File: src/hw/rtl/prt_pkg.sv
// Package for the pending request table: widths, operation codes,
// command and table entry types shared by the front, back and top level.
// Depends on nothing.
`default_nettype none

package prt_pkg;

  // Fixed field widths.
  localparam int unsigned IdW  = 32;
  localparam int unsigned AgeW = 16;
  localparam int unsigned OpW  = 3;

  // Default table depth and reset value of the time-to-live register.
  localparam int unsigned TableDepthDefault = 16;
  localparam logic [AgeW-1:0] TtlReset = 16'd600;

  // Depth of the command queue between front and back (power of two).
  localparam int unsigned CmdQueueDepth = 2;

  // Raw operation codes on the input port.
  localparam logic [OpW-1:0] OPC_PUSH    = 3'd0;
  localparam logic [OpW-1:0] OPC_TICK    = 3'd1;
  localparam logic [OpW-1:0] OPC_RESOLVE = 3'd2;
  localparam logic [OpW-1:0] OPC_DISMISS = 3'd3;
  localparam logic [OpW-1:0] OPC_CLEAR   = 3'd4;

  // Result kinds.
  localparam logic KIND_DECISION = 1'b0;
  localparam logic KIND_STATUS   = 1'b1;

  // Classified command; unknown operation codes become CMD_NONE.
  typedef enum logic [2:0] {
    CMD_PUSH,
    CMD_TICK,
    CMD_RESOLVE,
    CMD_DISMISS,
    CMD_CLEAR,
    CMD_NONE
  } cmd_op_e;

  typedef struct packed {
    cmd_op_e        op;
    logic [IdW-1:0] target;
    logic           yes;
    logic           want;
  } cmd_t;

  // One table entry as stored in the slot memory.
  typedef struct packed {
    logic [IdW-1:0]  id;
    logic [AgeW-1:0] age;
    logic            handler;
  } slot_t;

  // One buffered decision event.
  typedef struct packed {
    logic [IdW-1:0] id;
    logic           dec;
  } evt_t;

  // Back-end sequencer states.
  typedef enum logic [2:0] {
    S_IDLE,
    S_RD,
    S_PROC,
    S_APPEND,
    S_DRAIN,
    S_EVRD,
    S_EVOUT,
    S_STATUS
  } back_state_e;

endpackage

`default_nettype wire

File: src/hw/rtl/pending_request_table_with_timeout.sv
// Top level of the pending request table with timeout: the time-to-live
// register, the front end with its command queue and the back end.
// Depends on prt_pkg, prt_front and prt_back.
//
// Usage: an item (operation, target id, answer, handler mark) is taken at
// a rising edge where start is high and busy is low; the front queue holds
// up to two items, so busy rises only when both wait behind the back end.
// The back end handles one item at a time. Each removal by eviction,
// expiry or resolve of an entry with a handler gives a decision result,
// and every item ends with one status result (last high). Each result is
// on the result ports for exactly one cycle with event_valid_o high; the
// receiver cannot stall, so nothing waits on it.
// With the back end idle, a push into a table that is not full goes straight
// to the append step. An item that walks the table spends a read step and a
// process step on each entry held, since the slot memory has one registered
// read port, and each buffered decision event then takes a check, a read and
// an output step; a push that evicts walks the table before its append step.
// A queued item enters the back end in the cycle after the previous status
// result.
// Reset empties the table, zeroes the id counter and sets the time-to-live
// to 600; it is written through the cfg channel, which is always ready.
`default_nettype none

module pending_request_table_with_timeout #(
  parameter int unsigned TableDepth = prt_pkg::TableDepthDefault,
  parameter int unsigned CntW       = $clog2(TableDepth + 1)
) (
  input  wire                         clk_i,
  input  wire                         rst_ni,
  input  wire                         start,
  output logic                        busy,
  input  wire  [prt_pkg::OpW-1:0]     operation_i,
  input  wire  [prt_pkg::IdW-1:0]     target_id_i,
  input  wire                         answer_yes_i,
  input  wire                         wants_handler_i,
  input  wire                         cfg_valid_i,
  output logic                        cfg_ready_o,
  input  wire  [prt_pkg::AgeW-1:0]    cfg_data_i,
  output logic                        event_valid_o,
  output logic                        event_kind_o,
  output logic [prt_pkg::IdW-1:0]     event_id_o,
  output logic                        decision_o,
  output logic [CntW-1:0]             entry_count_o,
  output logic                        last_o
);
  import prt_pkg::*;

  logic [AgeW-1:0] ttl_q;
  cmd_t            cmd;
  logic            cmd_valid;
  logic            cmd_pop;

  // Time-to-live register.
  assign cfg_ready_o = 1'b1;

  always_ff @(posedge clk_i or negedge rst_ni) begin
    if (!rst_ni) begin
      ttl_q <= TtlReset;
    end else if (cfg_valid_i && cfg_ready_o) begin
      ttl_q <= cfg_data_i;
    end
  end

  // Front end: accept, classify, queue.
  prt_front u_front (
    .clk_i           (clk_i),
    .rst_ni          (rst_ni),
    .start_i         (start),
    .busy_o          (busy),
    .operation_i     (operation_i),
    .target_id_i     (target_id_i),
    .answer_yes_i    (answer_yes_i),
    .wants_handler_i (wants_handler_i),
    .cmd_o           (cmd),
    .cmd_valid_o     (cmd_valid),
    .cmd_pop_i       (cmd_pop)
  );

  // Back end: table walk and results.
  prt_back #(
    .TableDepth (TableDepth),
    .CntW       (CntW)
  ) u_back (
    .clk_i         (clk_i),
    .rst_ni        (rst_ni),
    .ttl_i         (ttl_q),
    .cmd_i         (cmd),
    .cmd_valid_i   (cmd_valid),
    .cmd_pop_o     (cmd_pop),
    .event_valid_o (event_valid_o),
    .event_kind_o  (event_kind_o),
    .event_id_o    (event_id_o),
    .decision_o    (decision_o),
    .entry_count_o (entry_count_o),
    .last_o        (last_o)
  );

endmodule

`default_nettype wire

File: src/hw/rtl/prt_front.sv
// Front end of the pending request table: accepts items, classifies the
// operation code and holds commands in a short queue for the back end.
// Depends on prt_pkg.
`default_nettype none

module prt_front (
  input  wire                        clk_i,
  input  wire                        rst_ni,
  input  wire                        start_i,
  output logic                       busy_o,
  input  wire  [prt_pkg::OpW-1:0]    operation_i,
  input  wire  [prt_pkg::IdW-1:0]    target_id_i,
  input  wire                        answer_yes_i,
  input  wire                        wants_handler_i,
  output prt_pkg::cmd_t              cmd_o,
  output logic                       cmd_valid_o,
  input  wire                        cmd_pop_i
);
  import prt_pkg::*;

  localparam int unsigned QPtrW = (CmdQueueDepth > 1) ? $clog2(CmdQueueDepth) : 1;
  localparam int unsigned QCntW = $clog2(CmdQueueDepth + 1);

  cmd_t             queue_q [CmdQueueDepth];
  logic [QPtrW-1:0] wr_ptr_q, wr_ptr_d;
  logic [QPtrW-1:0] rd_ptr_q, rd_ptr_d;
  logic [QCntW-1:0] count_q, count_d;
  cmd_t             cmd_in;
  logic             push;
  logic             pop;

  // Classify the raw operation code.
  always_comb begin
    cmd_in.target = target_id_i;
    cmd_in.yes    = answer_yes_i;
    cmd_in.want   = wants_handler_i;
    unique case (operation_i)
      OPC_PUSH:    cmd_in.op = CMD_PUSH;
      OPC_TICK:    cmd_in.op = CMD_TICK;
      OPC_RESOLVE: cmd_in.op = CMD_RESOLVE;
      OPC_DISMISS: cmd_in.op = CMD_DISMISS;
      OPC_CLEAR:   cmd_in.op = CMD_CLEAR;
      default:     cmd_in.op = CMD_NONE;
    endcase
  end

  // Queue control.
  assign busy_o      = (count_q == QCntW'(CmdQueueDepth));
  assign cmd_valid_o = (count_q != '0);
  assign push        = start_i && !busy_o;
  assign pop         = cmd_pop_i && cmd_valid_o;
  assign cmd_o       = queue_q[rd_ptr_q];

  always_comb begin
    wr_ptr_d = push ? wr_ptr_q + QPtrW'(1) : wr_ptr_q;
    rd_ptr_d = pop  ? rd_ptr_q + QPtrW'(1) : rd_ptr_q;
    count_d  = count_q;
    if (push && !pop) begin
      count_d = count_q + QCntW'(1);
    end else if (pop && !push) begin
      count_d = count_q - QCntW'(1);
    end
  end

  always_ff @(posedge clk_i or negedge rst_ni) begin
    if (!rst_ni) begin
      wr_ptr_q <= '0;
      rd_ptr_q <= '0;
      count_q  <= '0;
    end else begin
      wr_ptr_q <= wr_ptr_d;
      rd_ptr_q <= rd_ptr_d;
      count_q  <= count_d;
    end
  end

  // Queue storage holds payload only.
  always_ff @(posedge clk_i) begin
    if (push) begin
      queue_q[wr_ptr_q] <= cmd_in;
    end
  end

endmodule

`default_nettype wire

File: src/hw/rtl/prt_back.sv
// Back end of the pending request table: slot memory, compaction walk,
// decision event buffer and result sequencing.
// Depends on prt_pkg.
`default_nettype none

module prt_back #(
  parameter int unsigned TableDepth = prt_pkg::TableDepthDefault,
  parameter int unsigned CntW       = $clog2(TableDepth + 1)
) (
  input  wire                         clk_i,
  input  wire                         rst_ni,
  input  wire  [prt_pkg::AgeW-1:0]    ttl_i,
  input  wire  prt_pkg::cmd_t         cmd_i,
  input  wire                         cmd_valid_i,
  output logic                        cmd_pop_o,
  output logic                        event_valid_o,
  output logic                        event_kind_o,
  output logic [prt_pkg::IdW-1:0]     event_id_o,
  output logic                        decision_o,
  output logic [CntW-1:0]             entry_count_o,
  output logic                        last_o
);
  import prt_pkg::*;

  localparam int unsigned IdxW = (TableDepth > 1) ? $clog2(TableDepth) : 1;

  back_state_e     state_q, state_d;
  cmd_t            cmd_q, cmd_d;
  logic [CntW-1:0] occ_q, occ_d;
  logic [CntW-1:0] r_q, r_d;
  logic [CntW-1:0] w_q, w_d;
  logic [CntW-1:0] e_q, e_d;
  logic [CntW-1:0] k_q, k_d;
  logic            found_q, found_d;
  logic [IdW-1:0]  id_ctr_q, id_ctr_d;
  logic [IdW-1:0]  status_id_q, status_id_d;

  // Memories with registered read data.
  slot_t           slot_mem [TableDepth];
  slot_t           slot_rd_q;
  evt_t            ev_mem [TableDepth];
  evt_t            ev_rd_q;

  logic            slot_we;
  logic [IdxW-1:0] slot_waddr;
  slot_t           slot_wdata;
  logic            ev_we;
  evt_t            ev_wdata;

  // Per-entry decision for the walk.
  logic [AgeW-1:0] age_inc;
  logic [AgeW-1:0] age_new;
  logic            drop;
  logic            evt;
  logic            evt_dec;
  logic            walk_end;
  logic [CntW-1:0] w_next;
  logic [CntW-1:0] e_next;

  assign age_inc  = (slot_rd_q.age == '1) ? slot_rd_q.age : slot_rd_q.age + AgeW'(1);
  assign walk_end = ((r_q + CntW'(1)) == occ_q);
  assign w_next   = drop ? w_q : w_q + CntW'(1);
  assign e_next   = evt ? e_q + CntW'(1) : e_q;

  always_comb begin
    drop    = 1'b0;
    evt     = 1'b0;
    evt_dec = 1'b0;
    age_new = slot_rd_q.age;
    unique case (cmd_q.op)
      CMD_PUSH: begin
        drop = (r_q == '0);
        evt  = drop && slot_rd_q.handler;
      end
      CMD_TICK: begin
        age_new = age_inc;
        drop    = (age_inc >= ttl_i);
        evt     = drop && slot_rd_q.handler;
      end
      CMD_RESOLVE: begin
        drop    = !found_q && (slot_rd_q.id == cmd_q.target);
        evt     = drop && slot_rd_q.handler;
        evt_dec = cmd_q.yes;
      end
      CMD_DISMISS: begin
        drop = (slot_rd_q.id == cmd_q.target);
      end
      default: begin
        drop = 1'b0;
      end
    endcase
  end

  // Next state.
  always_comb begin
    state_d = state_q;
    unique case (state_q)
      S_IDLE: begin
        if (cmd_valid_i) begin
          unique case (cmd_i.op)
            CMD_PUSH:    state_d = (occ_q == CntW'(TableDepth)) ? S_RD : S_APPEND;
            CMD_TICK,
            CMD_RESOLVE,
            CMD_DISMISS: state_d = (occ_q == '0) ? S_DRAIN : S_RD;
            default:     state_d = S_STATUS;
          endcase
        end
      end
      S_RD:     state_d = S_PROC;
      S_PROC: begin
        if (!walk_end) begin
          state_d = S_RD;
        end else if (cmd_q.op == CMD_PUSH) begin
          state_d = S_APPEND;
        end else begin
          state_d = S_DRAIN;
        end
      end
      S_APPEND: state_d = S_DRAIN;
      S_DRAIN:  state_d = (k_q < e_q) ? S_EVRD : S_STATUS;
      S_EVRD:   state_d = S_EVOUT;
      S_EVOUT:  state_d = S_DRAIN;
      S_STATUS: state_d = S_IDLE;
      default:  state_d = S_IDLE;
    endcase
  end

  // Datapath updates and memory write controls.
  always_comb begin
    cmd_d       = cmd_q;
    occ_d       = occ_q;
    r_d         = r_q;
    w_d         = w_q;
    e_d         = e_q;
    k_d         = k_q;
    found_d     = found_q;
    id_ctr_d    = id_ctr_q;
    status_id_d = status_id_q;
    slot_we     = 1'b0;
    slot_waddr  = w_q[IdxW-1:0];
    slot_wdata  = '{id: slot_rd_q.id, age: age_new, handler: slot_rd_q.handler};
    ev_we       = 1'b0;
    ev_wdata    = '{id: slot_rd_q.id, dec: evt_dec};
    cmd_pop_o   = 1'b0;
    unique case (state_q)
      S_IDLE: begin
        if (cmd_valid_i) begin
          cmd_pop_o   = 1'b1;
          cmd_d       = cmd_i;
          r_d         = '0;
          w_d         = '0;
          e_d         = '0;
          k_d         = '0;
          found_d     = 1'b0;
          status_id_d = '0;
          if (cmd_i.op == CMD_CLEAR) begin
            occ_d = '0;
          end
        end
      end
      S_PROC: begin
        slot_we = !drop;
        ev_we   = evt;
        w_d     = w_next;
        e_d     = e_next;
        r_d     = r_q + CntW'(1);
        if (drop) begin
          found_d = 1'b1;
        end
        if (walk_end) begin
          occ_d = w_next;
        end
      end
      S_APPEND: begin
        slot_we     = 1'b1;
        slot_waddr  = occ_q[IdxW-1:0];
        slot_wdata  = '{id: id_ctr_q, age: '0, handler: cmd_q.want};
        occ_d       = occ_q + CntW'(1);
        status_id_d = id_ctr_q;
        id_ctr_d    = id_ctr_q + IdW'(1);
      end
      S_EVOUT: begin
        k_d = k_q + CntW'(1);
      end
      default: begin
        cmd_pop_o = 1'b0;
      end
    endcase
  end

  // Result ports.
  always_comb begin
    event_valid_o = (state_q == S_EVOUT) || (state_q == S_STATUS);
    last_o        = (state_q == S_STATUS);
    entry_count_o = occ_q;
    if (state_q == S_STATUS) begin
      event_kind_o = KIND_STATUS;
      event_id_o   = status_id_q;
      decision_o   = 1'b0;
    end else begin
      event_kind_o = KIND_DECISION;
      event_id_o   = ev_rd_q.id;
      decision_o   = ev_rd_q.dec;
    end
  end

  // Control registers.
  always_ff @(posedge clk_i or negedge rst_ni) begin
    if (!rst_ni) begin
      state_q     <= S_IDLE;
      cmd_q       <= '{op: CMD_NONE, target: '0, yes: 1'b0, want: 1'b0};
      occ_q       <= '0;
      r_q         <= '0;
      w_q         <= '0;
      e_q         <= '0;
      k_q         <= '0;
      found_q     <= 1'b0;
      id_ctr_q    <= '0;
      status_id_q <= '0;
    end else begin
      state_q     <= state_d;
      cmd_q       <= cmd_d;
      occ_q       <= occ_d;
      r_q         <= r_d;
      w_q         <= w_d;
      e_q         <= e_d;
      k_q         <= k_d;
      found_q     <= found_d;
      id_ctr_q    <= id_ctr_d;
      status_id_q <= status_id_d;
    end
  end

  // Slot memory: one write port, one registered read port.
  always_ff @(posedge clk_i) begin
    if (slot_we) begin
      slot_mem[slot_waddr] <= slot_wdata;
    end
    if (state_q == S_RD) begin
      slot_rd_q <= slot_mem[r_q[IdxW-1:0]];
    end
  end

  // Event buffer: events wait here until the final count is known.
  always_ff @(posedge clk_i) begin
    if (ev_we) begin
      ev_mem[e_q[IdxW-1:0]] <= ev_wdata;
    end
    if (state_q == S_EVRD) begin
      ev_rd_q <= ev_mem[k_q[IdxW-1:0]];
    end
  end

  // The table never holds more than its depth.
  a_occ_bound: assert property (@(posedge clk_i) disable iff (!rst_ni)
    occ_q <= CntW'(TableDepth))
    else $error("occupancy exceeds table depth");

  // Compaction never writes ahead of the read pointer.
  a_write_behind: assert property (@(posedge clk_i) disable iff (!rst_ni)
    (state_q == S_PROC) |-> (w_q <= r_q))
    else $error("write pointer ahead of read pointer");

  // No more events than entries read so far.
  a_events_bound: assert property (@(posedge clk_i) disable iff (!rst_ni)
    (state_q == S_PROC) |-> (e_q <= r_q))
    else $error("event count exceeds entries walked");

  // An event read only happens for a buffered event.
  a_event_read: assert property (@(posedge clk_i) disable iff (!rst_ni)
    (state_q == S_EVRD) |-> (k_q < e_q))
    else $error("event read beyond buffered events");

endmodule

`default_nettype wire
File: config.mk
export PLATFORM = sky130hd
export DESIGN_NAME = pending_request_table_with_timeout
export DESIGN_NICKNAME = d
export VERILOG_FILES = /design/src/hw/rtl/prt_pkg.sv /design/src/hw/rtl/pending_request_table_with_timeout.sv /design/src/hw/rtl/prt_front.sv /design/src/hw/rtl/prt_back.sv
export SDC_FILE = /design/constraint.sdc
export NUM_CORES = 2
export LEC_CHECK = 0
export BUFFER_PORTS_ARGS = -buffer_cell sky130_fd_sc_hd__buf_2
export CORE_ASPECT_RATIO = 1.5
export CORE_MARGIN = 5
export CORE_UTILIZATION = 45
export CTS_CLUSTER_DIAMETER = 120
export DETAILED_ROUTE_END_ITERATION = 12
export PLACE_DENSITY_LB_ADDON = 0.1
export SETUP_SLACK_MARGIN = 0.05
export SYNTH_ARGS = -nofsm -noshare
export SYNTH_HDL_FRONTEND = slang
export SYNTH_SLANG_ARGS = --single-unit
File: constraint.sdc
create_clock -name clk_i -period 8.18 [get_ports clk_i]
set_clock_uncertainty 0.15 [all_clocks]
set_input_delay 1.636 -clock clk_i [delete_from_list [all_inputs] [get_ports clk_i]]
set_output_delay 1.636 -clock clk_i [all_outputs]
set_load 0.01 [all_outputs]
After elaboration in Yosys (flattened, before gate mapping)

Memory sizes are Yosys's and may differ from the RTL's. A register that Yosys moved wholly into a read port is not among the register bits.
Cells that the tools add are included.

Order comparisons: 2
Equal/unequal tests: 28
Mux-type cells: 47
Reductions and logical operators: 35
Add/subtract/negate cells: 11

Operator list:

| kind                  | number |
|---|---|
| $mux 32               | 2 |
| $pmux 32 s2           | 1 |
| $mux 49               | 1 |
| $pmux 5 s2            | 4 |
| $add 32x1->32 const B | 1 |
| $eq 32x32->1          | 1 |
| $mux 16               | 2 |
| $mux 5                | 6 |
| $add 5x1->5 const B   | 5 |
| $eq 3x2->1 const B    | 8 |
| $pmux 3 s7            | 1 |
| $eq 3x3->1 const B    | 6 |
| $add 16x1->16 const B | 1 |
| $eq 16x16->1 const B  | 1 |
| $ge 16x16->1          | 1 |
| $pmux 3 s5            | 1 |
| $pmux 5 s3            | 1 |
| $mux 1                | 14 |
| $eq 3x1->1 const B    | 4 |
| $logic_not 3->1       | 4 |
| $mux 3                | 4 |
| $logic_not 5->1       | 2 |
| $ne 2x1->1 const B    | 5 |
| $reduce_bool 2->1     | 5 |
| 22 further kinds      | 42 |

Memory bits (writable): 1386
Bits of input ports: 57
Output and inout bits: 43
Logic and storage cells: 143
Register bits after elaboration: 150
Memories: 3

Memories:

| name            | words | bits a word | rd ports | clocked after Yosys merged registers in | write ports | line            | RTL |
|---|---|---|---|---|---|---|---|
| u_back.slot_mem | 16    | 49          | 1        | 1                                       | 1           | prt_back.sv:39  | `slot_t slot_mem [TableDepth];` |
| u_back.ev_mem   | 16    | 33          | 1        | 1                                       | 1           | prt_back.sv:41  | `evt_t ev_mem [TableDepth];` |
| u_front.queue_q | 2     | 37          | 1        | 0                                       | 1           | prt_front.sv:24 | `cmd_t queue_q [CmdQueueDepth];` |

Depth between registers and ports, before layout

Word-level depth: 8
Gate-level depth with buffers: 16
Gate-level depth less buffers: 15

Modules after synthesis

From an unflattened synthesis, not the netlist that was laid out.

Cells, all modules: 3072
Area total of the unflattened synthesis: 63534.7 um^2

By module, submodules not included:

| module                             | seq. area each (um^2) | cells each | times used | area an instance (um^2) |
|---|---|---|---|---|
| prt_back                           | 45115.8               | 2899       | 1          | 59898.7 |
| prt_front                          | 2322.2                | 137        | 1          | 2970.3 |
| pending_request_table_with_timeout | 405.4                 | 36         | 1          | 665.6 |

Least setup slack after synthesis

No wires, ideal clock.

Kind: reg2reg
Start: register u_back.slot_rd_q[8] (netlist name)
End: memory u_back.ev_mem[3][0] (netlist bit) (enable)
Path slack: 1.985 ns
Library setup time: 0.464 ns
Data required time: 7.566 ns
Period minus slack after synthesis: 6.195 ns
Arrival: 5.581 ns
Stages on the path, launching flop included: 16
Path through: edfxtp_1 > clkbuf_1 > and4_1 > nand4_1 > nor3_1 > nor3_1 > nand2_1 > xnor2_1 > ha_1 > nand2_1 > or4_4 > o21ai_2 > o21a_1 > buf_4 > nand2_2 > nor3_1

Longest elaborated chain between the ends: 8
Elaborated cells between the ends (all ways): 9
Those cells by class: add/sub: 1; order compare: 1; eq/ne: 1; mux: 5; reduce/logical: 1

RTL lines:

| element                                              | line            | RTL |
|---|---|---|
| $add 16x1->16 / $eq 16x16->1 (equally long branches) | prt_back.sv:60  | `assign age_inc = (slot_rd_q.age == '1) ? slot_rd_q.age : slot_rd_q.age + AgeW'(1);` |
| $mux 16 *                                            | prt_back.sv:60  |  |
| $ge 16x16->1 *                                       | prt_back.sv:77  | `drop = (age_inc >= ttl_i);` |
| $logic_and 1x1->1 *                                  | prt_back.sv:78  | `evt = drop && slot_rd_q.handler;` |
| $pmux 1 s3 *                                         | prt_back.sv:70  | `unique case (cmd_q.op)` |
| $mux 1 *                                             | prt_back.sv:145 | `unique case (state_q)` |
| $mux 1 *                                             | prt_back.sv:246 | `if (ev_we) begin` |
| $mux 1 (not written as such) *                       | prt_back.sv:247 | `ev_mem[e_q[IdxW-1:0]] <= ev_wdata;` |
| to (decl)                                            | prt_back.sv:41  |  |

Mark *: on every way between the ends. The rest lies on a longest branch, timed or not.

Worst setup path after layout

Start: register u_back.slot_rd_q[1] (netlist name)
End: memory u_back.slot_mem[4][4] (netlist bit) (enable)

Longest elaborated chain between the ends: 8
Elaborated cells between the ends (all ways): 9
Those cells by class: add/sub: 1; order compare: 1; eq/ne: 1; mux: 5; reduce/logical: 1

RTL lines:

| element                                              | line            | RTL |
|---|---|---|
| $add 16x1->16 / $eq 16x16->1 (equally long branches) | prt_back.sv:60  |  |
| $mux 16 *                                            | prt_back.sv:60  |  |
| $ge 16x16->1 *                                       | prt_back.sv:77  |  |
| $pmux 1 s4 *                                         | prt_back.sv:70  |  |
| $logic_not 1->1 *                                    | prt_back.sv:162 | `slot_we = !drop;` |
| $pmux 1 s2 *                                         | prt_back.sv:145 |  |
| $mux 1 *                                             | prt_back.sv:236 | `if (slot_we) begin` |
| $mux 1 (not written as such) *                       | prt_back.sv:237 | `slot_mem[slot_waddr] <= slot_wdata;` |
| to (decl)                                            | prt_back.sv:39  |  |

Marks and branches as above.

==> metrics.md <==
| Metric | Value |
|---|---|
| Setup crit end kind | register |
| Drt wl/cell | 29.42 um |
| Worst R2R End | u_back.slot_mem[4][4]$_DFFE_PP_ |
| Hold endpoint | u_back.cmd_q[1]$_DFFE_PN0P_ |
| Die X | 315.8 um |
| Most frequently used flop master after synthesis | edfxtp_1 |
| Setup bufs post-CTS | 0 |
| Pleak | 23.33 nW |
| Fraction of registers with async set/reset | 0.09271 |
| Worst Path Arrival | 6.63 ns |
| Via count | 29990 |
| Post-route ant nets | 0 |
| Layout area overhead | 13.51% |
| Finished Layout Cells | 5239 |
| EDFF count, synth | 1468 |
| NetSw | 6.334 mW |
| Worst reg2reg setup slack | 1.79 ns |
| Layout Utilization | 0.5132 |
| Largest family of logic cells by synthesized area | multiplexers |
| Die Footprint | 148000 sq um |
| Mapped Cells | 3054 |
| Final Max Slew Viols | 0 |
| CTS tree | yes |
| WL final | 154100 um |
| Hold path start | u_back.cmd_q[1]$_DFFE_PN0P_ |
| Drt via density | 5.724 |
| Vias in the first global route | 31930 |
| Bufs on Longest Clock Path | 3 |
| Seq cells post-synth | 1618 |
| Final Hold Fails | 0 |
| # H-tree levels | 4 |
| Setup violations, final | 0 |
| Number of I/O pins | 100 |
| CTS sink cnt | 1618 |
| Final Power | 22.68 mW |
| Row cnt | 168 |
| Final worst path period need | 6.385 ns |
| Num CTS Buffers | 153 |
| Syn_nets | 3144 |
| Maximum clock frequency | 156.6 MHz |
| Power share of the combinational group | 0.209 |
| Mux contribution to synthesized area | 0.1592 |
| VDD IR max | 243.2 uV |
| Setup Crit Path Kind | register to register |
| Compound-cell area share of the yosys netlist | 0.01923 |
| GR Overflow Total | 0 |
| Largest net degree at the start of global routing | 101 |
| Startpoint Class | register |
| Reg power frac | 0.466 |
| Cell taking the most area after synthesis | edfxtp_1 |
| Clk slew on worst S/H paths | 0.06 ns |
| Distinct cells, synth | 72 |
| Nets | 3333 |
| Internal power | 16.34 mW |
| Gpl congestion | 0.8119 |
| Initial antenna violation count | 7 |
| Residual DRC | 0 |
| CTS resizes | 0 |
| Share of layout cells above drive strength 1 | 0.2797 |
| Simple-gate share of the synthesized area | 0.03079 |
| Slew HR | 0.09723 |
| Syn Area/Cell | 20.66 sq um |
| Outcome | finished clean |
| R2R depth | 16 |
| Drt initial violations | 2864 |
| First-pass GRT wire length | 225200 um |
| Tot GR Track Use | 0.2106 |
| Worst skew pair latency | 0.78 ns |
| Die Y | 468.6 um |
| Initial Util | 0.4521 |
| Post-CTS Hold Buffers | 0 |
| Seq/Total Area, Yosys | 0.7582 |
| CP Max Fanout | 37 |
| Synth Area in Adders | 0.006543 |
| XOR/XNOR Fraction of Synth Area | 0.01360 |
| Max-cap check violation count | 0 |
| Net Sw Frac | 0.2793 |
| Hold Crit Depth | 2 |
| Reg-to-reg startpoint | u_back.slot_rd_q[1]$_DFFE_PP_ |
| Core area | 139600 sq um |
| Share of the synthesized area in the top cell type | 0.6986 |
| CP Data Required Time | 8.42 ns |
| Setup tns final | 0 ns |
| Detailed Place HPWL | 96050 um |
| Power per cell area | 316.6 nW/um^2 |
| Crit share post-route | 0.7806 |
| Unrepaired setup endpoints after global routing | no |
| Yosys warns | 0 |
| WHS | 0.3344 ns |
| Worst hold path class | register to register |
| Synth Cell Area | 63100 sq um |
| Clk pwr share | 0.325 |
| Placed Cells | 4957 |
| Clk root buf | clkbuf_16 |
| Port bufs | 98 |
| # fillers | 11090 |
| Initial DRT Pass Iterations | 6 |
| Area contributors post-synth | edfxtp_1, mux4_2, dfrtp_1 |
| Worst-margin pin slew | 1.349 ns |
[per-layer routing]
metal | vias to the layer above | part of all wire | track usage
li1 | 12790 | - | -
met1 | 16200 | 0.40 | 0.2694
met2 | 816 | 0.54 | 0.3787
met3 | 180 | 0.048 | 0.03930
met4 | 2 | 0.018 | 0.04448
met5 | - | 0.000084 | 0
[worst max-delay path by stage]
stage                                       start                               to  slack, ns  cells past startpoint
floorplan           u_back.slot_rd_q[8]$_DFFE_PP_    u_back.ev_mem[3][0]$_DFFE_PP_       1.98                     15
global placement    u_back.slot_rd_q[1]$_DFFE_PP_  u_back.slot_mem[4][4]$_DFFE_PP_       1.81                     16
detailed placement  u_back.slot_rd_q[1]$_DFFE_PP_  u_back.slot_mem[4][5]$_DFFE_PP_       1.84                     16
CTS                 u_back.slot_rd_q[1]$_DFFE_PP_  u_back.slot_mem[4][4]$_DFFE_PP_       1.75                     16
global route        u_back.slot_rd_q[1]$_DFFE_PP_  u_back.slot_mem[4][3]$_DFFE_PP_       1.33                     16
finish              u_back.slot_rd_q[1]$_DFFE_PP_  u_back.slot_mem[4][4]$_DFFE_PP_       1.79                     16
[synth_stat cells (6+ instances only)]
cell      instances
xor2_1           55
a22o_1           33
buf_2             7
nor2_1           74
clkbuf_1        102
nand2_1         229
nand4_1          17
edfxtp_1       1468
dfrtp_1         144
mux2i_1          39
inv_1            41
and3_1           14
o31ai_1           7
buf_1            43
xnor2_1          43
a21oi_1          23
mux4_2          410
o21ai_0          78
dfstp_2           6
nand3_1          28
nand2b_1          7
nor4_1           12
ha_1             33
nor3_1           21
mux2_2           36
[flip-flops by register name, summed over array words and instances, names as in the netlist]
name and cells:
u_back.ev_mem 528, u_back.k_q 5, u_back.entry_count_o 5, u_back.slot_rd_q 17, u_back.r_q 5, u_front.queue_q 74, u_front.rd_ptr_q 1, u_front.wr_ptr_q 1
u_front.count_q 2, u_back.ev_wdata 32, u_back.id_ctr_q 32, u_back.slot_mem 784, ttl_q 16, u_back.found_q 1, u_back.status_id_q 32, u_back.cmd_q 37
u_back.w_q 5, u_back.state_q 3, u_back.ev_rd_q 33, u_back.e_q 5
[area by class of cell]
type / instances / area (sq um) / share of cell area
Tap cell: 1870 / 2340 / 0.03267
Inverter: 42 / 157.7 / 0.002201
Multi-Input combinational cell: 1237 / 14750 / 0.2059
Timing Repair Buffer: 191 / 1295 / 0.01808
Clock buffer: 193 / 4229 / 0.05904
Sequential cell: 1618 / 47870 / 0.6683
Antenna cell: 1 / 2.502 / 0.00003494
Clock inverter: 87 / 988.4 / 0.01380
[per-stage QoR]
stage	worst slack (ns)	cell area [sq um]
2_1_floorplan	1.985	63100
3_3_place_gp	1.807	66400
3_5_place_dp	1.840	66400
4_1_cts	1.752	71620
5_1_grt	1.330	71630
6_report	1.795	71630
[power by group through the flow]
stage | registers (mW) | clock network (mW) | logic [mW]
final | 10.6 | 7.36 | 4.75
after CTS | 10.6 | 7.53 | 4.89
after global placement | 10.7 | 0 | 4.80
after detailed placement | 10.7 | 0 | 4.87
after global routing | 10.6 | 7.88 | 5.12
after floorplan | 10.4 | 0 | 3.32
[logic make-up (layout without fill, tap and decap cells)]
group | Yosys count | in the layout
simple gates | 435 | 435
other cells | 1 | 2
fa+ha+maj | 33 | 33
compound gates | 184 | 184
flops | 1618 | 1618
xor+xnor | 98 | 98
mux | 486 | 486
buf+inv | 199 | 513
[cells in the final DEF (no fill, tap or decap), types with 23 or more instances in the layout]
| cell type | instances |
|---|---|
| xnor2_1 | 43 |
| a22o_1 | 33 |
| clkbuf_1 | 24 |
| xor2_1 | 55 |
| buf_2 | 97 |
| mux2_2 | 36 |
| nor2_1 | 44 |
| a21oi_1 | 23 |
| mux4_2 | 410 |
| clkinv_2 | 23 |
| ha_1 | 33 |
| mux2i_1 | 39 |
| nor2_4 | 30 |
| inv_1 | 40 |
| buf_4 | 85 |
| dfrtp_1 | 135 |
| nand3_1 | 28 |
| clkbuf_16 | 161 |
| edfxtp_1 | 1468 |
| nand2_1 | 229 |
| o21ai_0 | 78 |
[worst max-delay path, cell delays in order (launching register included)]
cell and delay, ns:
edfxtp_1 0.44, ha_1 0.25, and2_1 0.19, nand4_1 0.20, nor3_1 0.79, nor3_1 0.30, nand3_1 0.19, xnor2_1 0.14
ha_1 0.27, a21oi_1 0.16, o21ai_0 0.11, a22oi_1 0.21, o21ai_2 0.19, nor3_2 0.69, a21oi_2 0.45, nor2_4 0.49
buf_4 0.69
No activity file was read; power rests on OpenSTA's default activity.
